`config.mk`:
```
export PLATFORM = sky130hd
export DESIGN_NAME = wsmt_div
export DESIGN_NICKNAME = d
export VERILOG_FILES = /design/src/wsmt_pkg.sv /design/src/wsmt_div.sv
export SDC_FILE = /design/constraint.sdc
export NUM_CORES = 1
export LEC_CHECK = 0
export BUFFER_PORTS_ARGS = -buffer_cell sky130_fd_sc_hd__buf_2
export CAP_MARGIN = 40
export CORE_MARGIN = 1
export CORE_UTILIZATION = 35
export CTS_CLUSTER_DIAMETER = 120
export DETAILED_ROUTE_END_ITERATION = 7
export PLACE_DENSITY = 0.54
export REMOVE_ABC_BUFFERS = 1
export SLEW_MARGIN = 0
export SYNTH_ARGS = -nofsm -noshare
export SYNTH_HDL_FRONTEND = slang
export SYNTH_SLANG_ARGS = --single-unit
```
`constraint.sdc`:
```
create_clock -name clk -period 3.4 [get_ports clk]
set_clock_uncertainty 0.1 [all_clocks]
set_input_delay 0.17 -clock clk [delete_from_list [all_inputs] [get_ports clk]]
set_output_delay 0.17 -clock clk [all_outputs]
set_load 0.01 [all_outputs]
```
`src/wsmt_pkg.sv`:
```
package wsmt_pkg;

  localparam int MAX_POINTS = 1024;
  localparam int ADDR_W     = $clog2(MAX_POINTS);
  localparam int CNT_W      = $clog2(MAX_POINTS + 1);

  localparam int CRD_W  = 20;
  localparam int WGT_W  = 16;
  localparam int VAL_W  = 64;
  localparam int CRD3_W = 3 * CRD_W;

  // first pass: weighted coordinate sums and total weight
  localparam int P1_W  = CRD_W + WGT_W + 1;
  localparam int SUM_W = P1_W + CNT_W;
  localparam int TOT_W = WGT_W + CNT_W;

  // second pass: offsets, products, tensor terms, weighted terms
  localparam int D_W   = CRD_W + 1;
  localparam int PRD_W = 2 * D_W;
  localparam int F_W   = PRD_W + 1;
  localparam int WF_W  = F_W + WGT_W + 1;
  localparam int ACC_W = WF_W + CNT_W + 1;

  // divider operands
  localparam int NUM_W  = (SUM_W > PRD_W + CNT_W) ? SUM_W : PRD_W + CNT_W;
  localparam int DEN_W  = TOT_W;
  localparam int DCNT_W = $clog2(NUM_W + 1);

  localparam int NUM_U  = 6;
  localparam int ELEMS  = 9;
  localparam int ELEM_W = $clog2(ELEMS);

  localparam logic [2:0] U_XX = 3'd0;
  localparam logic [2:0] U_YY = 3'd1;
  localparam logic [2:0] U_ZZ = 3'd2;
  localparam logic [2:0] U_XY = 3'd3;
  localparam logic [2:0] U_XZ = 3'd4;
  localparam logic [2:0] U_YZ = 3'd5;

  localparam logic [1:0] STAT_OK    = 2'd0;
  localparam logic [1:0] STAT_EMPTY = 2'd1;
  localparam logic [1:0] STAT_SAT   = 2'd2;
  localparam logic [1:0] STAT_DROP  = 2'd3;

  localparam logic signed [VAL_W-1:0] VAL_MAX = {1'b0, {(VAL_W-1){1'b1}}};
  localparam logic signed [VAL_W-1:0] VAL_MIN = {1'b1, {(VAL_W-1){1'b0}}};

  typedef enum logic [2:0] {
    ST_LOAD,
    ST_SUM,
    ST_CDIV,
    ST_MOM,
    ST_NDIV,
    ST_SAT,
    ST_EMIT
  } state_t;

  typedef struct packed {
    logic                    start;
    logic signed [NUM_W-1:0] num;
    logic [DEN_W-1:0]        den;
  } div_req_t;

  typedef struct packed {
    logic [1:0] row;
    logic [1:0] col;
    logic [2:0] u;
  } elem_t;

  // row-major element order onto the six distinct tensor terms
  function automatic elem_t elem_map(input logic [ELEM_W-1:0] e);
    elem_t m;
    case (e)
      4'd0:    m = '{row: 2'd0, col: 2'd0, u: U_XX};
      4'd1:    m = '{row: 2'd0, col: 2'd1, u: U_XY};
      4'd2:    m = '{row: 2'd0, col: 2'd2, u: U_XZ};
      4'd3:    m = '{row: 2'd1, col: 2'd0, u: U_XY};
      4'd4:    m = '{row: 2'd1, col: 2'd1, u: U_YY};
      4'd5:    m = '{row: 2'd1, col: 2'd2, u: U_YZ};
      4'd6:    m = '{row: 2'd2, col: 2'd0, u: U_XZ};
      4'd7:    m = '{row: 2'd2, col: 2'd1, u: U_YZ};
      default: m = '{row: 2'd2, col: 2'd2, u: U_ZZ};
    endcase
    return m;
  endfunction

endpackage

```
`src/wsmt_div.sv`:
```
// Signed by unsigned restoring divider, one quotient bit per cycle,
// quotient truncated toward zero.
module wsmt_div (
  input  logic                              clk,
  input  logic                              rst_n,
  input  wsmt_pkg::div_req_t                req,
  output logic                              done,
  output logic signed [wsmt_pkg::NUM_W-1:0] quo
);

  logic                               busy_r;
  logic                               done_r;
  logic [wsmt_pkg::DCNT_W-1:0]        cnt_r;
  logic [wsmt_pkg::DEN_W-1:0]         rem_r;
  logic [wsmt_pkg::DEN_W-1:0]         rem_nxt;
  logic [wsmt_pkg::NUM_W-1:0]         quo_r;
  logic [wsmt_pkg::NUM_W-1:0]         quo_nxt;
  logic [wsmt_pkg::DEN_W-1:0]         den_r;
  logic                               neg_r;
  logic [wsmt_pkg::DEN_W:0]           shifted;
  logic [wsmt_pkg::DEN_W+1:0]         trial;
  logic                               fit;
  logic [wsmt_pkg::NUM_W-1:0]         mag;

  always_comb begin
    shifted = {rem_r, quo_r[wsmt_pkg::NUM_W-1]};
    trial   = {1'b0, shifted} - {2'b00, den_r};
    fit     = ~trial[wsmt_pkg::DEN_W+1];
    rem_nxt = fit ? trial[wsmt_pkg::DEN_W-1:0] : shifted[wsmt_pkg::DEN_W-1:0];
    quo_nxt = {quo_r[wsmt_pkg::NUM_W-2:0], fit};
    mag     = req.num[wsmt_pkg::NUM_W-1] ? -req.num : req.num;
  end

  always_ff @(posedge clk) begin
    if (!rst_n) begin
      busy_r <= 1'b0;
      done_r <= 1'b0;
      cnt_r  <= '0;
    end else begin
      done_r <= 1'b0;
      if (req.start) begin
        busy_r <= 1'b1;
        cnt_r  <= wsmt_pkg::DCNT_W'(wsmt_pkg::NUM_W);
      end else if (busy_r) begin
        cnt_r <= cnt_r - 1'b1;
        if (cnt_r == wsmt_pkg::DCNT_W'(1)) begin
          busy_r <= 1'b0;
          done_r <= 1'b1;
        end
      end
    end
  end

  always_ff @(posedge clk) begin
    if (req.start) begin
      neg_r <= req.num[wsmt_pkg::NUM_W-1];
      quo_r <= mag;
      rem_r <= '0;
      den_r <= req.den;
    end else if (busy_r) begin
      rem_r <= rem_nxt;
      quo_r <= quo_nxt;
    end
  end

  assign done = done_r;
  assign quo  = neg_r ? -$signed(quo_r) : $signed(quo_r);

endmodule

```
* Word level (Yosys, flattened, before mapping)
Cells that the tools add are included.
Operators by class: multiplexer cells 11, multiply operators 0, equal/unequal tests 1, reduce and logical (&&, ||, !) cells 3, shift-type cells 0, add/subtract/negate cells 4, div/mod/pow operators 0, $lt $le $gt $ge 0, bitwise gates (word level) 3
Operator list (number):
- 53-bit two-way mux | 4
- 53-bit negation | 2
- 28-bit by 27-bit subtractor with 29-bit output | 1
- 27-bit two-way mux | 1
- 6-bit two-way mux | 2
- 6-bit by 1-bit equality test with 1-bit output (second input constant) | 1
- 6-bit by 1-bit subtractor with 6-bit output (second input constant) | 1
- 1-bit two-way mux | 4
- 1-bit NOT | 3
- 3-bit OR reduction | 1
- 2-bit nonzero test | 1
- 2-bit OR reduction | 1
Word-level totals: memories kept 0, bits of input ports 83, output and inout port bits 54, register bits after elaboration 116, memory bits (writable) 0, latch bits 0, memory bits (read-only) 0

* Depth between registers and ports, before layout
Gate-level depths: netlist of the first run.
depth in word-level cells 4, depth in mapped cells 13

* Least setup slack after synthesis of the first run
No wires, ideal clock.
path type reg2out, start point register quo_r[19] (netlist bit), end point output quo[43] (netlist bit), path slack 0.112 ns, arrival time 3.018 ns, cell stages (with the launch flop) 11, cell sequence edfxtp_1 > or4_4 > or3_1 > or2_1 > or2_4 > or3_1 > buf_2 > or2_1 > buf_6 > o41ai_2 > xnor2_1
On the way: longest elaborated chain between the ends 2
RTL lines:
- from (decl) | line wsmt_div.sv:16 | logic [wsmt_pkg::NUM_W-1:0] quo_r;
- from (signal assigned) | line wsmt_div.sv:57 | quo_r <= mag;
- from (signal assigned) | line wsmt_div.sv:62 | quo_r <= quo_nxt;
- 53-bit negation | line wsmt_div.sv:67 | assign quo = neg_r ? -$signed(quo_r) : $signed(quo_r);
- 53-bit two-way mux | line wsmt_div.sv:67
- to (decl) | line wsmt_div.sv:8 | output logic signed [wsmt_pkg::NUM_W-1:0] quo
No other way between the ends.

* Worst setup path in the final report of the first run
start point register quo_r[40] (netlist bit), end point output quo[52] (netlist bit)
The elaborated chain is that of the path after synthesis.

==> impl_metrics.py, run 1 <==
metrics = {
    "critical_path": {
        "endpoint_kind": "output pin",
        "worst-path-buf-inv": 1,
        "cpMostUsedCell": "or4_4",
        "critPathTopFamily": "simple AND/OR/NAND/NOR gates",
        "max_stage_delay_ps": 560,
        "slowest_stage": "or4_4",
        "startpoint_type": "flip-flop",
        "critical_path_class": "flip-flop to output pin",
        "cp_max_fo": 2,
        "required_ps": 3130,
        "crit_arrival_ps": 3450,
        "crit_chain": "or4_4 > or4_4 > or4_4 > or4_4 > or2_4 > o31ai_4 > xnor2_1 > buf_2",
    },
    "place": {
        "place_area_um2": 9530,
        "io_buffer_count": 136,
        "gp_congestion": 0.858,
        "post-dp-hpwl_um": 16700,
    },
    "cells_and_area": {
        "finish.utilization": 0.467,
        "layout-drive-gt1-share": 0.231,
        "areaGrowthSynthToFinish_pct": 29.6,
        "nets": 1261,
        "final_area_um2": 10700,
    },
    "drt": {
        "wirelength_um": 23000,
        "drt_first_pass_iters": 5,
        "wl_per_cell_um": 15.6,
        "ant_nets": 0,
        "vias": 7509,
        "post_drt_via_cell_ratio": 5.09,
        "drc_errors": 0,
        "drt_iter0_markers": 340,
    },
    "timing": {
        "hold_ws_ps": 17.8,
        "hold_viol_final": 0,
        "maxSlewHeadroom": 0.526,
        "slew_viol_final": 0,
        "fmax_ghz": 0.269,
        "setup_viol": 23,
        "period_share": 1.09,
        "worst_pin_slew_ps": 710,
        "fin_crit_ps": 3720,
        "fin_ws_ps": -317,
        "grt_setup_unrepaired": "true",
    },
    "power": {
        "p_switching_uw": 1550,
        "switching_share": 0.317,
        "power_density_nw_per_um2": 458,
        "p_clk_frac": 0.359,
        "internal-power_uw": 3330,
        "leakagePower_uw": 0.00423,
        "combPwrFrac": 0.272,
        "peakVddDrop_v": 0.000242,
        "p_seq_frac": 0.369,
    },
    "logic_synthesis": {
        "synth_cell_types": 59,
        "syn_area_per_cell_um2": 8.66,
        "synth_edf_count": 81,
        "yosysMostFrequentCell": "nor2_1",
        "synth_warnings": 0,
        "synth_async_sr_flop_share": 0,
        "synth_common_cells": "nor2_1 (111), nand2_1 (97), a21oi_1 (82), edfxtp_1 (81), xnor2_1 (68)",
        "synth_largest_area_cell": "edfxtp_1",
        "syn_area_um2": 8230,
        "synthFlopType": "edfxtp_1",
        "synth_area_leaders": "edfxtp_1 (30%), dfxtp_1 (8.5%), xnor2_1 (7.2%), xor2_1 (6.1%), nor2_1 (5.1%)",
        "synth_cells": 950,
        "synth_seq_cells": 116,
        "synth-seq-area-share": 0.381,
        "synth_top_area_frac": 0.296,
    },
    "global_routing": {
        "grt_pass1_wl_um": 37200,
        "grt_start_max_net_pins": 60,
        "grt_pass1_vias": 7373,
        "track_usage": 0.196,
        "antenna_found_initial": 2,
        "overflow": 0,
    },
    "floorplanning": {
        "rows": 55,
        "dieArea_um2": 24100,
        "core-area_um2": 22800,
        "die_x_um": 155,
        "ios": 137,
        "die_h_um": 155,
        "start_util": 0.360,
    },
    "cts": {
        "clockBufferDepth": 2,
        "cts_buffers": 17,
        "clk_pin_slew_ps": 60,
        "clock-sinks": 116,
        "cts-root-buf": "clkbuf_16",
        "cts_max_level": 4,
        "insertion_delay_ps": 420,
        "cts_tree": "yes",
    },
    "flow_run": {
        "maxCapViolations": 0,
    },
    "min_path": {
        "hold_path_class": "input pin to flip-flop",
    },
    "run_status": {
        "status": "complete, but fails checks",
        "violations": "setup timing",
    },
}
[cell usage in the layout, fill, tap and decap left out, types with 9 or more instances in the layout]
cell	n
buf_2	134
nor2_1	111
nand2_1	96
a21oi_1	82
edfxtp_1	81
xnor2_1	68
buf_4	58
xor2_1	57
o21ai_0	51
inv_1	41
dfxtp_1	35
ha_1	31
dlygate4sd3_1	28
o31ai_1	22
a311oi_1	20
nor3_1	18
or3_1	17
clkbuf_16	17
nand3_1	16
nor4_1	9
or4_1	9
nand2b_1	9
a21o_1	9
[flip-flops by register name, summed over array words and instances, names as in the netlist]
| register | cells |
|---|---|
| cnt_r | 6 |
| rem_r | 27 |
| busy_r | 1 |
| done | 1 |
| quo_r | 53 |
| den_r | 27 |
| neg_r | 1 |
[kinds of logic after synthesis]
kind of cell | count (synthesis) | share of synthesized area
muxes | 9 | 0.0119
and+or+nand+nor | 326 | 0.184
xor gates and xnor gates | 125 | 0.133
DFF | 116 | 0.381
AOI/OAI and AO/OA | 254 | 0.199
adders and majority gates | 32 | 0.0496
buffers and inverters | 88 | 0.0417
[worst min-delay path: cells and delay by family]
family / cells / cell delay [ps]
compound gates: 1 / 110
buf+inv: 2 / 150
[final timing paths]
| path | slack [ps] | endpoint | start | cells past startpoint |
|---|---|---|---|---|
| setup / recovery | -320 | quo[52] | quo_r[40] | 8 |
| hold / removal | 20 | quo_r[0] | req[27] | 3 |
| setup reg to reg | 300 | rem_r[26] | quo_r[52] | 13 |
| hold reg to reg | 390 | rem_r[7] | rem_r[6] | 2 |
[metal layers]
layer	part of all wire	up-vias	track usage	routed length, µm
met5	0	-	0	0
met4	0.013	0	0.0579	307
met3	0.051	18	0.0482	1180
met2	0.47	178	0.326	10900
met1	0.46	3481	0.251	10600
li1	-	3832	-	-
[power by group through the flow]
stage	clock network [µW]	registers, µW	logic [µW]
after global placement	0	1820	1270
after detailed placement	0	1820	1270
after global routing	1850	1820	1480
after CTS	1800	1800	1320
final	1750	1800	1330
after floorplan	0	1820	774
[metrics by stage]
step / instances / setup slack [ps] / setup TNS, ps / total power, µW
floorplan: 904 / 25.3 / 0 / 2590
global placement: 1406 / 37.0 / 0 / 3090
detailed placement: 1406 / 5.24 / 0 / 3090
CTS: 1469 / -308 / -4750 / 4920
global route: 1473 / -398 / -7140 / 5160
finish: 1474 / -317 / -4280 / 4880
[repair_timing]
item,in CTS,in global routing
setup endpoints to repair,24,44
hold buffers,28,0
gates cloned,0,0
gates resized for setup,29,20
setup buffers,3,5
endpoints found under the hold margin,35,0
pin swaps,14,19
[area by class of cell]
class                           instances  area (µm²)
Timing Repair Buffer                  223        1440
Clock buffer                           17         425
Clock inverter                         15         140
Inverter                               42         158
Tap cell                              313         392
Antenna cell                            2        5.00
Multi-Input combinational cell        746        4970
Fill cell                            2300       12200
Sequential cell                       116        3130
No activity file was read; power rests on OpenSTA's default activity.
==> run 2, diff against run 1 <==
--- a/constraint.sdc
+++ b/constraint.sdc
@@ -4,2 +4,2 @@
 set_output_delay 0.17 -clock clk [all_outputs]
-set_load 0.01 [all_outputs]
+set_load 0.05 [all_outputs]
==> run 2 against run 1 <==
The run still ends with setup timing left. First-iteration DRC count grew 22%. Setup slack lost 42 ps. Combinational power grew 35%. Clock-buffer cell count grew 2. Clock power is essentially flat. Maximum frequency shrank 1.1%. Die area is the same. Via count grew 0.43%. Critical path type unchanged.
==> impl_metrics.py, run 2 (same netlist as run 1, synthesis figures left out) <==
metrics = {
    "floorplanning": {
        "die_h_um": 155,
        "ios": 137,
        "dieArea_um2": 24100,
        "rows": 55,
        "die_x_um": 155,
        "start_util": 0.360,
        "core-area_um2": 22800,
    },
    "global_routing": {
        "grt_pass1_wl_um": 36400,
        "grt_pass1_vias": 7146,
        "grt_start_max_net_pins": 67,
        "track_usage": 0.192,
        "overflow": 0,
        "antenna_found_initial": 1,
    },
    "place": {
        "io_buffer_count": 136,
        "gp_congestion": 0.841,
        "dp_cells": 1411,
        "post-dp-hpwl_um": 16800,
        "place_area_um2": 9600,
    },
    "cells_and_area": {
        "fin_cells": 1475,
        "final_common_cell": "nor2_1",
        "layout-drive-gt1-share": 0.245,
        "nets": 1265,
        "reg_top3": "quo_r x53, den_r x27, rem_r x27",
        "layout_common_cells": "nor2_1 (111), buf_2 (109), nand2_1 (94)",
        "largest_register_ffs": 53,
        "areaGrowthSynthToFinish_pct": 33.2,
        "final_area_um2": 11000,
        "largest-register": "quo_r",
        "insertedDiodeCount": 0,
    },
    "drt": {
        "ant_nets": 0,
        "wirelength_um": 22900,
        "post_drt_via_cell_ratio": 5.11,
        "vias": 7541,
        "drt_iter0_markers": 414,
        "wl_per_cell_um": 15.5,
        "drc_errors": 0,
        "drt_first_pass_iters": 5,
    },
    "timing": {
        "fin_ws_ps": -359,
        "period_share": 1.11,
        "maxSlewHeadroom": 0.544,
        "hold_viol_final": 0,
        "slew_viol_final": 0,
        "fin_setup_tns_ps": -4480,
        "setup_viol": 22,
        "grt_setup_unrepaired": "true",
        "worst_pin_slew_ps": 685,
        "fmax_ghz": 0.266,
        "fin_crit_ps": 3760,
    },
    "power": {
        "leakagePower_uw": 0.00437,
        "p_seq_frac": 0.335,
        "p_clk_frac": 0.332,
        "p_total_uw": 5370,
        "combPwrFrac": 0.333,
        "switching_share": 0.353,
        "peakVddDrop_v": 0.000248,
        "power_density_nw_per_um2": 490,
        "p_switching_uw": 1900,
        "internal-power_uw": 3480,
    },
    "critical_path": {
        "slowest_stage": "or4_4",
        "required_ps": 3130,
        "regToRegStartpoint": "quo_r[52]",
        "crit_arrival_ps": 3490,
        "cpMostUsedCell": "or4_4",
        "worstSetupStartpoint": "quo_r[39]",
        "critPathTopFamily": "simple AND/OR/NAND/NOR gates",
        "cp_max_fo": 2,
        "endpoint_kind": "output pin",
        "worst-path-buf-inv": 1,
        "startpoint_type": "flip-flop",
        "crit_chain": "or4_4 > or4_4 > or4_4 > or4_4 > or2_4 > o31ai_4 > xnor2_1 > buf_4",
        "max_stage_delay_ps": 550,
        "critical_path_class": "flip-flop to output pin",
    },
    "cts": {
        "cts_tree": "yes",
        "clock-sinks": 116,
        "clk_pin_slew_ps": 60,
        "cts_max_level": 4,
        "cts-root-buf": "clkbuf_16",
        "insertion_delay_ps": 430,
        "clockBufferDepth": 2,
        "cts_buffers": 17,
    },
    "min_path": {
        "min_from": "req[27]",
        "hold_path_class": "input pin to flip-flop",
    },
    "run_status": {
        "violations": "setup timing",
        "status": "complete, but fails checks",
    },
    "flow_run": {
        "maxCapViolations": 0,
    },
}
-- run 2: cell types whose count changed in the layout (fill, tap and decap cells not counted), sizes merged --
cell,delta
clkinvlp,-5
bufbuf,+1
clkbuf,+2
bufinv,+1
diode,-2
clkinv,+2
inv,-1
buf,+3
-- run 2: stage by stage --
step | utilization | worst slack [ps] | hold WS [ps]
floorplan | - | -133 | 142
global placement | 0.420 | -82.0 | 247
detailed placement | 0.420 | -129 | 249
CTS | 0.470 | -390 | 20.6
global route | 0.480 | -452 | 49.1
finish | 0.480 | -359 | 32.0
-- run 2: power groups by stage --
stage / sequential [µW] / combinational, µW / clock [µW]
floorplan: 1820 / 1140 / 0
global placement: 1810 / 1660 / 0
detailed placement: 1810 / 1670 / 0
CTS: 1790 / 1760 / 1830
global route: 1820 / 1940 / 1890
finish: 1800 / 1790 / 1780
-- run 2: layer usage --
metal  vias to the layer above  part of all wire  track usage
met2                       167              0.48        0.317
li1                       3835                 -            -
met1                      3518              0.47        0.249
met4                         2            0.0091       0.0500
met5                         -           0.00057            0
met3                        19             0.047       0.0490
-- run 2: tightest hold or removal path: stages --
cell	delay, ps
buf_2	100
inv_1	60
a21oi_1	110
-- run 2: layout make-up --
cell class | instances | area [µm²]
timing repair buffer | 227 | 1590
fill | 2285 | 11900
clock buffer | 19 | 433
tap | 313 | 392
inverter | 42 | 158
sequential | 116 | 3130
clock inverter | 12 | 139
multi-input combinational | 746 | 5120
-- run 2: worst paths after layout --
check	slack (ps)	endpoint	depth (start not counted)
hold reg to reg	400	cnt_r[1]	2
hold / removal	30	quo_r[0]	3
setup reg to reg	280	rem_r[5]	12
setup / recovery	-360	quo[52]	8
-- run 2: what timing repair did --
item	4_1_cts	5_1_grt
hold endpoints to repair	35	0
resized for setup	62	43
setup endpoints to repair	24	39
hold buffers	28	0
pin swaps	13	30
buffers inserted	2	3
