**config.mk**
```make
export PLATFORM = sky130hd
export DESIGN_NAME = wsmt_ram
export DESIGN_NICKNAME = d
export VERILOG_FILES = /design/src/wsmt_ram.sv
export SDC_FILE = /design/constraint.sdc
export NUM_CORES = 1
export LEC_CHECK = 0
export ABC_AREA = 0
export BUFFER_PORTS_ARGS = -buffer_cell sky130_fd_sc_hd__buf_2
export CAP_MARGIN = 20
export CORE_UTILIZATION = 40
export CTS_BUF_LIST = sky130_fd_sc_hd__clkbuf_4 sky130_fd_sc_hd__clkbuf_8
export DETAILED_ROUTE_END_ITERATION = 10
export SYNTH_ARGS = -nofsm -noshare
export SYNTH_HDL_FRONTEND = slang
export SYNTH_SLANG_ARGS = --single-unit
```
**constraint.sdc**
```tcl
create_clock -name clk -period 4.1 [get_ports clk]
set_input_delay 0.41 -clock clk [delete_from_list [all_inputs] [get_ports clk]]
set_output_delay 0.41 -clock clk [all_outputs]
set_load 0.02 [all_outputs]
```
**src/wsmt_ram.sv**
```systemverilog
module wsmt_ram #(
  parameter int WIDTH = 8,
  parameter int DEPTH = 16
) (
  input  logic                     clk,
  input  logic                     we,
  input  logic [$clog2(DEPTH)-1:0] waddr,
  input  logic [WIDTH-1:0]         wdata,
  input  logic [$clog2(DEPTH)-1:0] raddr,
  output logic [WIDTH-1:0]         rdata
);

  logic [WIDTH-1:0] mem [DEPTH];
  logic [WIDTH-1:0] rdata_r;

  always_ff @(posedge clk) begin
    if (we) begin
      mem[waddr] <= wdata;
    end
    rdata_r <= mem[raddr];
  end

  assign rdata = rdata_r;

endmodule

```
== After elaboration in Yosys (flattened, before gate mapping) ==
Memories as Yosys holds them, arrays and structs flattened. A register that Yosys moved wholly into a read port is not among the register bits.
Index checks and enable logic that the tools add are counted.
Word-level totals
  bits in registers: 0
  memories: 1
  word-level logic and storage cells: 3
  input bits: 18
  output and inout port bits: 8
  RAM bits: 128
Memory list
  mem: depth 16, bits a word 8, rd ports 1, clocked after memory_dff 1, wr ports 1, RTL line 13  | logic [WIDTH-1:0] mem [DEPTH];
Operators by class
  muxes and demuxes: 2
Operators with widths (number)
  1-bit two-way mux: 2

== Depth between registers and ports, before layout ==
Gate-level depths: netlist (run 1).
  depth after elaboration: 2
  depth in mapped cells: 5
  gate-level depth less buffers: 3

== Worst setup path after synthesis (run 1) ==
OpenSTA, ideal clock, no wires.
  path kind: input-to-reg
  from: in waddr[2]
  to: mem mem[0][0], enable pin
  arrival: 1.520 ns
  setup time: 0.383 ns
  path buffers: 0
  setup slack: 2.197 ns
  stages: 2
  cells stage by stage: or3b_2 nor3_1
RTL lines
  start, declared: RTL line 7  | input logic [$clog2(DEPTH)-1:0] waddr,
  end, declared: RTL line 13
No word-level cell before the write port.

== Worst setup path in the final report (run 1) ==
  from: in waddr[2]
  to: mem mem[2][0], enable pin
No word-level cell before the write port.

==> summary.md, run 1 <==
| Metric | Value |
|---|---|
| Clk sinks | `between 100 and 150` |
| Maximum clock frequency | `just under 600 MHz` |
| Post-route ant nets | `0` |
| Simple-gate share of the synthesized area | `0.03184` |
| Post-CTS Setup Inserts | `0` |
| Critical path, cell by cell | `buf_2 > or3b_2 > nor2_1` |
| IO Port Bufs | `25` |
| CTS Hold Bufs | `0` |
| Layout cells sized above 1 | `0.2750` |
| VDD IR max | `approximately 0.18 mV` |
| Compound-Gate Fraction of Synth Area | `0.02333` |
| Slowest CP cell | `nor2_1` |
| Pwr/cell area | `between 400 and 500 nW/um2` |
| R2R setup slack | `2.74 ns` |
| Setup TNS | `0 ns` |
| Slew headroom | `0.3261` |
| H-tree level count | `4` |
| Max Transition Viols Final | `0` |
| Synth Warn # | `0` |
| Synthesized netlist cell count | `roughly 230` |
| Resize count post-CTS | `0` |
| Clk_skew | `roughly 0.0054 ns` |
| # DRC | `0` |
| Clock Tree Root | `clkbuf_8` |
| Routed wire length | `9.308 mm` |
| Setup crit end kind | `flop` |
| Global route overflow | `0` |
| Mux cell area share after synthesis | `0.1502` |
| Routed length per instance | `between 20 and 25 um` |
| P_leak | `1.891 nW` |
| Synth Net Count | `~250` |
| Final Hold Viols | `0` |
| Drt initial violations | `around 190` |
| CTS tree | `done` |
| Worst hold-check path type | `input pin to flop` |
| Die ar. | `~13,000 um2` |
| Outcome | `finished clean` |
| Slowest cell delay on critical path | `about 0.70 ns` |
| I/O Pins | `26` |
| FP Rows | `about 40` |
| Vias in the first global route | `2,307` |
| First-pass GRT wire length | `roughly 14 mm` |
| RSZ-0062 raised after global routing | `no` |
| Final #Nets | `285` |
| Syn avg cell area | `around 22 um2` |
| Post-synth top area share | `0.7467` |
| P&R area growth vs syn | `11.98%` |
| Distinct cells, synth | `19` |
| Core Region | `approximately 13,000 um2` |
| Vias per cell | `around 5.1` |
| Slew @ Worst Pin | `between 1 and 1.5 ns` |
| Largest family of logic cells by synthesized area | `multiplexers` |
| CP startpoint kind | `input pin` |
| Initial Util | `0.4096` |
| Die X | `between 100 and 150 um` |
| Adder-cell area share of the yosys netlist | `0` |
| Final Wtd Congestion | `slightly below 0.7` |
| Fillers | `approximately 1,100` |
| Synth area leader | `edfxtp_1` |
| Crit path required time | `roughly 4.1 ns` |
| Largest net degree at the start of global routing | `33` |
| Worst-Skew Late Latency | `about 0.42 ns` |
| Seq/Total Area, Yosys | `0.7778` |
| Max-cap viol count | `0` |
| Clock transition at path regs | `about 0.07 ns` |
| DR vias | `around 2,300` |
| Total CTS buffers | `17` |
| Number of inserted diodes | `0` |
| Place WS | `about 1.6 ns` |
| Post-Synth XOR/XNOR Area | `0` |
| Synth Register Bits | `136` |
| Drt pass-1 iters | `5` |
| WP data arrival | `between 1.5 and 2 ns` |
| Crit-path max FO | `8` |
| Setup violators final | `0` |
| Gr usage total | `0.1587` |
| Hpwl dp | `just under 6 mm` |
| Antenna violations before repair | `0` |
| Setup WS post-layout | `roughly 2.4 ns` |
| Crit path kind | `input pin to flop` |
| Clk buf depth | `2` |
| Area contributors post-synth | `edfxtp_1 (75%), mux4_2 (7.9%), mux4_1 (7.1%)` |
| Tmin final | `about 1.7 ns` |
| DIE HEIGHT | `about 120 um` |
| Crit share post-route | `0.4129` |
| Mapped Area | `roughly 5000 um2` |
## area by class of cell
class,count,area (um2),share of cell area
clock buffer,20,256.5,0.04450
tap,172,215.2,0.03733
timing repair buffer,29,165.2,0.02865
multi-input combinational,83,1062,0.1843
clock inverter,12,61.31,0.01064
sequential,136,4004,0.6946
## cell families after synthesis
group,Yosys count
compound gates,16
buf+inv,10
flops,136
mux,32
simple gates,35
## cells in the mapped netlist
| master | n |
|---|---|
| nor3_1 | 4 |
| and2_1 | 1 |
| nand2b_1 | 2 |
| mux4_1 | 14 |
| dfxtp_1 | 8 |
| nor2_1 | 13 |
| nand3b_1 | 2 |
| mux4_2 | 18 |
| buf_4 | 1 |
| buf_2 | 3 |
| nor2b_1 | 1 |
| nand3_1 | 1 |
| nand2_1 | 9 |
| edfxtp_1 | 128 |
| and2b_1 | 1 |
| clkdlybuf4s25_2 | 3 |
| buf_6 | 3 |
| or3b_2 | 1 |
| a22oi_1 | 16 |
## worst max-delay path: cells and delay by family
kind                   cells  cell delay [ns]
buffers and inverters      1             0.11
AND/OR/NAND/NOR            2             1.21
## routing by layer
layer  wire length [um]  vias up  GRT usage  share of wire
met5                  0        -          0              0
met2               4745       51     0.2547           0.51
met4                 82        0    0.05974         0.0088
met3                355        5    0.04759          0.038
met1               4124     1206     0.2051           0.44
li1                   -     1047          -              -
## layout by cell type (no fill, tap or decap), drive strengths merged
| cell type | instances |
|---|---|
| nand3b | 2 |
| nand2b | 2 |
| nand3 | 1 |
| dfxtp | 8 |
| clkinv | 11 |
| a22oi | 16 |
| clkinvlp | 1 |
| and2b | 1 |
| buf | 29 |
| clkbuf | 20 |
| nand2 | 9 |
| and2 | 1 |
| edfxtp | 128 |
| nor3 | 4 |
| nor2b | 1 |
| mux4 | 32 |
| nor2 | 13 |
| or3b | 1 |
## stage by stage
| stage | total power [W] | std cells | util | hold slack [ns] | instance area (um2) |
|---|---|---|---|---|---|
| floorplan | 0.001680 | 229 | - | 0.5089 | 5147 |
| global placement | 0.001734 | 418 | 0.4314 | 0.6484 | 5421 |
| detailed placement | 0.001738 | 419 | 0.4318 | 0.6606 | 5426 |
| CTS | 0.002611 | 451 | 0.4570 | 0.3483 | 5744 |
| global route | 0.002695 | 452 | 0.4586 | 0.3491 | 5764 |
| finish | 0.002592 | 452 | 0.4586 | 0.3696 | 5764 |
## sequential cells by signal, summed over array words and instances (netlist names)
signal,flops
mem,128
rdata,8
## final timing paths
check / start / endpoint / cells after the start
worst max-delay path: waddr[2] / mem[2][0] / 3
worst min register to register: mem[12][6] / rdata[6] / 3
worst max register to register: mem[9][4] / rdata[4] / 3
worst min-delay path: wdata[6] / mem[6][6] / 1
## power by group
group	switching [W]	internal, W	leakage (nW)	total, W
clock	0.000463	0.000422	0.170	0.000886
sequential	0.00000787	0.00155	1.22	0.00156
combinational	0.0000875	0.0000578	0.497	0.000145
total	0.000559	0.00203	1.89	0.00259
(Power assumes the default switching activity.)
==> run 2, diff against run 1 <==
Settings changed: ABC_AREA 0 to 1.
Clock period 4.1 ns to 1.6 ns, I/O delays scaled along.
==> run 2 against run 1 <==
  * Sequential power rose to 2.6 times the previous value
  * Hold slack got worse by 0.28 ns
  * Largest power group unchanged
  * Non-clock buffer count rose by 18
  * Critical path type is now flop to output pin
  * Worst setup slack got worse by 1.9 ns
  * Utilization rose by 1.0 points
  * Count of clock-buffer cells in the layout rose by 3
  * Critical path depth fell by 2
  * Wire length rose by 36%
  * Sequential share of layout area fell by 8.4 points
  * Largest cell class unchanged
==> summary.md, run 2 <==
| Metric | Value |
|---|---|
| Outcome | `finished clean (unchanged)` |
| DR vias | `3,787 (was 2,309)` |
| Total CTS buffers | `17 (unchanged)` |
| Distinct cells, synth | `12 (was 19)` |
| Die X | `122.1 um (was 115.4 um)` |
| Crit share post-route | `0.7052` |
| Met3 routed WL | `715 um (was 355 um)` |
| I/O Pins | `26 (unchanged)` |
| Slowest cell delay on critical path | `0.37 ns (was 0.70 ns)` |
| Number of inserted diodes | `0 (unchanged)` |
| Worst-Skew Late Latency | `0.43 ns (was 0.42 ns)` |
| Pwr/cell area | `1117 nW/um2 (was 449.7 nW/um2)` |
| Routed wire length | `12.69 mm (was 9.308 mm)` |
| Synth top cells by count | `nand2_1 (173), edfxtp_1 (128), inv_1 (100) (was edfxtp_1 (128), mux4_2 (18), a22oi_1 (16))` |
| Synth area leader | `edfxtp_1 (unchanged)` |
| Post-route ant nets | `0 (unchanged)` |
| Post-synth ARST share | `0 (unchanged)` |
| Max-cap viol count | `0 (unchanged)` |
| P&R area growth vs syn | `13.73% (was 11.98%)` |
| Worst Path Buf+Inv | `1 (unchanged)` |
| Place WS | `0.2942 ns (was 1.614 ns)` |
| Most common cell after layout, fill and taps aside | `nand2_1 (was edfxtp_1)` |
| Post-synth top flop | `edfxtp_1 (unchanged)` |
| Metal2 WL | `6.018 mm (was 4.745 mm)` |
| Area post-placement | `6153 um2 (was 5426 um2)` |
| Post-synth top area share | `0.6665 (was 0.7467)` |
| Core Region | `13,990 um2 (was 12,570 um2)` |
| Clock Tree Root | `clkbuf_8 (unchanged)` |
| Slew @ Worst Pin | `0.4017 ns (was 1.007 ns)` |
| Setup WS post-layout | `0.4718 ns (was 2.407 ns)` |
| Global route overflow | `0 (unchanged)` |
| EDFF count, synth | `128 (unchanged)` |
| Initial Util | `0.4123 (was 0.4096)` |
| Met1 WL | `5.718 mm (was 4.124 mm)` |
| Syn avg cell area | `10.47 um2 (was 22.48 um2)` |
| Final Wtd Congestion | `0.7351 (was 0.6831)` |
| Clk buf depth | `2 (unchanged)` |
| Slew headroom | `0.7322 (was 0.3261)` |
| Final Hold Viols | `0 (unchanged)` |
| Cell class contributing the biggest share of worst-path delay | `flip-flops (was simple AND/OR/NAND/NOR gates)` |
| Commonest cells after routing, fill and taps aside | `nand2_1 (173), edfxtp_1 (128), inv_1 (100) (was edfxtp_1 (128), buf_2 (26), mux4_2 (18))` |
| VDD IR max | `0.5325 mV (was 0.1804 mV)` |
| Synth Net Count | `569 (was 247)` |
| Max Used Layer | `met4 (unchanged)` |
| Worst hold-check path type | `input pin to flop (unchanged)` |
| Final #Nets | `611 (was 285)` |
| Resize count post-CTS | `0 (unchanged)` |
| Routed length per instance | `16.14 um (was 20.59 um)` |
| WP data arrival | `0.97 ns (was 1.74 ns)` |
| Crit path required time | `1.44 ns (was 4.14 ns)` |
| Synthesized netlist cell count | `551 (was 229)` |
| Largest net degree at the start of global routing | `65 (was 33)` |
| Vias per cell | `4.818 (was 5.108)` |
| Seq/Total Area, Yosys | `0.6943 (was 0.7778)` |
| CP Launch Point | `rdata[7] (was waddr[2])` |
| FP Rows | `43 (was 41)` |
| Antenna violations before repair | `0 (unchanged)` |
| Gr usage total | `0.1878 (was 0.1587)` |
| Clk_skew | `0.008075 ns (was 0.005406 ns)` |
| Clk sinks | `136 (unchanged)` |
| CP startpoint kind | `flop (was input pin)` |
| Max Transition Viols Final | `0 (unchanged)` |
| Synth Register Bits | `136 (unchanged)` |
| Maximum clock frequency | `886.3 MHz` |
| P_leak | `2.854 nW (was 1.891 nW)` |
| Vias in the first global route | `3,563 (was 2,307)` |
| Drt pass-1 iters | `5 (unchanged)` |
| Crit path kind | `flop to output pin (was input pin to flop)` |
| RSZ-0062 raised after global routing | `no (unchanged)` |
| CTS Hold Bufs | `0 (unchanged)` |
| Drt initial violations | `268 (was 185)` |
| Die ar. | `14,900 um2 (was 13,330 um2)` |
| Fin area | `6559 um2 (was 5764 um2)` |
| IO Port Bufs | `25 (unchanged)` |
| Slowest CP cell | `dfxtp_1 (was nor2_1)` |
| Hpwl dp | `7.732 mm (was 5.800 mm)` |
| Register name with the most flops | `mem (unchanged)` |
| Worst R2R Start | `mem[7][5] (was mem[9][4])` |
| Clock transition at path regs | `0.07 ns (about the same)` |
| First-pass GRT wire length | `20.19 mm (was 14.27 mm)` |
| Synth Warn # | `0 (unchanged)` |
| Setup violators final | `0 (unchanged)` |
| H-tree level count | `4 (unchanged)` |
| Tmin final | `1.128 ns` |
| Crit-path max FO | `1 (was 8)` |
| Setup crit end kind | `output pin (was flop)` |
| Cell with the most instances after synthesis | `nand2_1 (was edfxtp_1)` |
| CTS tree | `done (unchanged)` |
| Largest register FFs | `128 (unchanged)` |
| Post-CTS Setup Inserts | `0 (unchanged)` |
| Mapped Area | `5767 um2 (was 5147 um2)` |
| Layout cells sized above 1 | `0.1304 (was 0.2750)` |
| Critical path, cell by cell | `buf_2 (was buf_2 > or3b_2 > nor2_1)` |
| Fillers | `1,300 (was 1,057)` |
| Area contributors post-synth | `edfxtp_1 (67%), nand2_1 (11%), nand3_1 (8.4%) (was edfxtp_1 (75%), mux4_2 (7.9%), mux4_1 (7.1%))` |
| Min-delay src | `raddr[3] (was wdata[6])` |
| # DRC | `0 (unchanged)` |
| DIE HEIGHT | `122.1 um (was 115.4 um)` |
| Setup TNS | `0 ns (unchanged)` |
run 2: cell count changes in the layout (fill, tap and decap cells not counted), moves of 4 or more:
cell	previous run	this run
clkbuf_8	17	22
a22oi_1	16	0
nor2_1	13	17
nand2_1	9	173
mux4_1	14	0
mux4_2	18	0
nand3_1	1	97
buf_4	2	19
inv_1	0	100
run 2: metal layers:
| layer | track usage | vias to the layer above |
|---|---|---|
| li1 | - | 1854 |
| met1 | 0.2538 | 1805 |
| met2 | 0.2945 | 110 |
| met3 | 0.03184 | 18 |
| met4 | 0.08994 | 0 |
| met5 | 0 | - |
run 2: power by group:
| part | total, W | switching [W] | leakage, nW | internal (W) |
|---|---|---|---|---|
| Clock | 0.00281 | 0.00122 | 0.210 | 0.00159 |
| Combinational | 0.000515 | 0.000365 | 1.42 | 0.000150 |
| Sequential | 0.00400 | 0.0000230 | 1.22 | 0.00398 |
run 2: path summary, 6_finish.rpt:
check                  end  slack, ns  depth (start not counted)
setup / recovery  rdata[7]       0.47                          1
hold / removal    rdata[1]       0.09                          3
setup reg to reg  rdata[5]       0.52                          6
hold reg to reg   rdata[1]       0.66                          6
run 2: layout make-up:
cell class / count / area (um2) / area share
Clock inverter: 9 / 95.09 / 0.01450
Timing Repair Buffer: 47 / 327.8 / 0.04998
Inverter: 102 / 382.9 / 0.05837
Sequential cell: 136 / 4004 / 0.6105
Clock buffer: 23 / 310.3 / 0.04731
Tap cell: 180 / 225.2 / 0.03434
Multi-Input combinational cell: 289 / 1214 / 0.1850
run 2: logic make-up (layout without fill, tap and decap cells):
group	count (synthesis)	in the layout	share of synthesized area
AND/OR/NAND/NOR	289	289	0.2105
buffers and inverters	126	181	0.09525
flip-flops	136	136	0.6943
run 2: stage by stage:
| step | total power, W | util | std cells | hold WS, ns |
|---|---|---|---|---|
| after floorplan | 0.004386 | - | 551 | 0.2589 |
| after global placement | 0.004593 | 0.4399 | 754 | 0.5363 |
| after detailed placement | 0.004600 | 0.4399 | 754 | 0.5310 |
| after CTS | 0.007391 | 0.4689 | 786 | 0.06557 |
| after global routing | 0.007592 | 0.4689 | 786 | 0.08108 |
| final | 0.007328 | 0.4689 | 786 | 0.09424 |
==> run 3, diff against run 2 <==
Clock period 1.6 ns to 0.97 ns, I/O delays scaled along.
==> run 3 against run 2 <==
  * The run now ends with setup timing left
  * Wire length is 0.18% lower
  * Die area stayed put
  * Final cell count grew 1.0%
  * Sequential power increased by 65%
  * Register-to-register slack worse by 0.50 ns
  * Worst setup slack lost 0.51 ns
  * Critical path depth is the same
  * Utilization grew 3.2 points
  * Critical path type unchanged
  * Largest cell class unchanged
  * Largest power group unchanged
  * Highest routed layer unchanged
==> summary.md, run 3 (same netlist as run 2, synthesis figures left out) <==
| Metric | Value |
|---|---|
| Outcome | `complete, but fails checks (was finished clean)` |
| Failing checks | `setup timing` |
| H-tree level count | `4 (unchanged)` |
| Drt initial violations | `240 (was 268)` |
| FP Rows | `43 (unchanged)` |
| Max-cap viol count | `0 (unchanged)` |
| Hpwl dp | `8.137 mm (was 7.732 mm)` |
| Final Hold Viols | `0 (unchanged)` |
| Max Transition Viols Final | `0 (unchanged)` |
| Core Region | `13,990 um2 (unchanged)` |
| Critical path, cell by cell | `buf_6 (was buf_2)` |
| Reg2Reg Depth | `6 (unchanged)` |
| CTS Hold Bufs | `0 (unchanged)` |
| Largest register FFs | `128 (unchanged)` |
| Setup violators final | `6 (was 0)` |
| CP startpoint kind | `flop (unchanged)` |
| Final #Nets | `619 (was 611)` |
| Worst hold-check path type | `input pin to flop (unchanged)` |
| Clock Tree Root | `clkbuf_8 (unchanged)` |
| Total CTS buffers | `17 (unchanged)` |
| Setup crit end kind | `output pin (unchanged)` |
| Most common cell after layout, fill and taps aside | `nand2_1 (unchanged)` |
| Antenna violations before repair | `0 (unchanged)` |
| Tmin final | `~1.0 ns` |
| Post-route ant nets | `0 (unchanged)` |
| Fillers | `1,229 (was 1,300)` |
| Worst path depth | `1 (unchanged)` |
| Gr usage total | `0.1894 (was 0.1878)` |
| Setup WS post-layout | `-0.04201 ns (was 0.4718 ns)` |
| P&R area growth vs syn | `21.54% (was 13.73%)` |
| Final Util | `0.5011 (was 0.4689)` |
| First-pass GRT wire length | `20.27 mm (was 20.19 mm)` |
| # DRC | `0 (unchanged)` |
| Clk sinks | `136 (unchanged)` |
| Post-CTS Setup Inserts | `0 (unchanged)` |
| R2R setup slack | `0.02 ns (was 0.52 ns)` |
| Routed wire length | `12.67 mm (was 12.69 mm)` |
| Drt pass-1 iters | `4 (was 5)` |
| Clk_skew | `0.007750 ns (was 0.008075 ns)` |
| Slowest cell delay on critical path | `0.36 ns (was 0.37 ns)` |
| Die X | `122.1 um (unchanged)` |
| Commonest cells after routing, fill and taps aside | `nand2_1 (168), edfxtp_1 (128), inv_1 (99) (was nand2_1 (173), edfxtp_1 (128), inv_1 (100))` |
| Vias in the first global route | `3,732 (was 3,563)` |
| Worst-Skew Late Latency | `0.43 ns (about the same)` |
| Clock transition at path regs | `0.07 ns (about the same)` |
| Hold depth | `1 (was 3)` |
| IO Port Bufs | `25 (unchanged)` |
| WP data arrival | `0.92 ns (was 0.97 ns)` |
| Cell class contributing the biggest share of worst-path delay | `flip-flops (unchanged)` |
| Routed length per instance | `15.95 um (was 16.14 um)` |
| Layout cells sized above 1 | `0.2117 (was 0.1304)` |
| Crit-path max FO | `1 (unchanged)` |
| Pwr/cell area | `1852 nW/um2 (was 1117 nW/um2)` |
| Final Wtd Congestion | `0.7861 (was 0.7351)` |
| Crit share post-route | `1.043` |
| P_leak | `3.006 nW (was 2.854 nW)` |
| DIE HEIGHT | `122.1 um (unchanged)` |
| RSZ-0062 raised after global routing | `yes (was no)` |
| Slowest CP cell | `dfxtp_2 (was dfxtp_1)` |
| CTS tree | `done (unchanged)` |
| Register name with the most flops | `mem (unchanged)` |
| Crit path kind | `flop to output pin (unchanged)` |
| I/O Pins | `26 (unchanged)` |
| Largest net degree at the start of global routing | `33 (was 65)` |
| Hold EP | `mem[10][1] (was rdata[1])` |
| Slew @ Worst Pin | `0.4647 ns (was 0.4017 ns)` |
| Worst Path Buf+Inv | `1 (unchanged)` |
| Vias per cell | `4.859 (was 4.818)` |
| Initial Util | `0.4123 (unchanged)` |
| Die ar. | `14,900 um2 (unchanged)` |
| Total design power | `0.01298 W (was 0.007328 W)` |
| Number of inserted diodes | `0 (unchanged)` |
| VDD IR max | `1.059 mV (was 0.5325 mV)` |
| Crit path required time | `0.87 ns (was 1.44 ns)` |
| Clk buf depth | `2 (unchanged)` |
| Global route overflow | `0 (unchanged)` |
| Maximum clock frequency | `roughly 990 MHz` |
| Slew headroom | `0.6899 (was 0.7322)` |
| DR vias | `3,858 (was 3,787)` |
| Reg-to-reg critical path endpoint | `rdata[7] (was rdata[5])` |
| Min-delay src | `wdata[1] (was raddr[3])` |
| Worst R2R Start | `mem[5][7] (was mem[7][5])` |
==> run 3: worst max path at each step <==
stage	start	endpoint	slack [ns]
after detailed placement	raddr[0]	rdata[7]	-0.24
after floorplan	waddr[2]	mem[10][0]	-0.08
final	rdata[6]	rdata[6]	-0.04
after global routing	rdata[6]	rdata[6]	-0.08
after CTS	rdata[6]	rdata[6]	-0.07
after global placement	raddr[0]	rdata[7]	-0.23
==> run 3: through the flow <==
step	TNS (ns)	instance area (um2)	instances	hold slack, ns	worst slack [ns]
finish	-0.07633	7009	794	0.03726	-0.04201
global route	-0.6100	7009	794	0.03086	-0.07736
CTS	-0.2969	6889	794	0.01230	-0.06970
detailed placement	-13.05	6341	762	0.4905	-0.2395
global placement	-11.48	6341	762	0.4878	-0.2341
floorplan	-6.196	5782	551	0.1959	-0.07783
==> run 3: report_power, final <==
| group | switching, W | internal (W) | leakage [nW] | total, W |
|---|---|---|---|---|
| Clock | 0.00209 | 0.00328 | 0.223 | 0.00537 |
| Combinational | 0.000633 | 0.000361 | 1.56 | 0.000994 |
| Sequential | 0.0000476 | 0.00657 | 1.22 | 0.00662 |
==> run 3: what timing repair did <==
item | 4_1_cts | 5_1_grt
pin swaps | 0 | 30
setup endpoints to repair | 11 | 16
resized for setup | 29 | 27
==> run 3: cell type report <==
class	instances	area, um2	area share
inverter	102	382.9	0.05462
clock buffer	17	234.0	0.03338
sequential	136	4014	0.5727
multi-input combinational	289	1371	0.1956
tap	180	225.2	0.03213
timing repair buffer	55	550.5	0.07854
clock inverter	15	231.5	0.03302
==> run 3: metal layers <==
| metal | vias up | track usage | part of all wire |
|---|---|---|---|
| li1 | 1871 | - | - |
| met5 | - | 0 | 0 |
| met1 | 1882 | 0.2544 | 0.44 |
| met2 | 93 | 0.2910 | 0.49 |
| met3 | 12 | 0.03605 | 0.047 |
| met4 | 0 | 0.1006 | 0.023 |
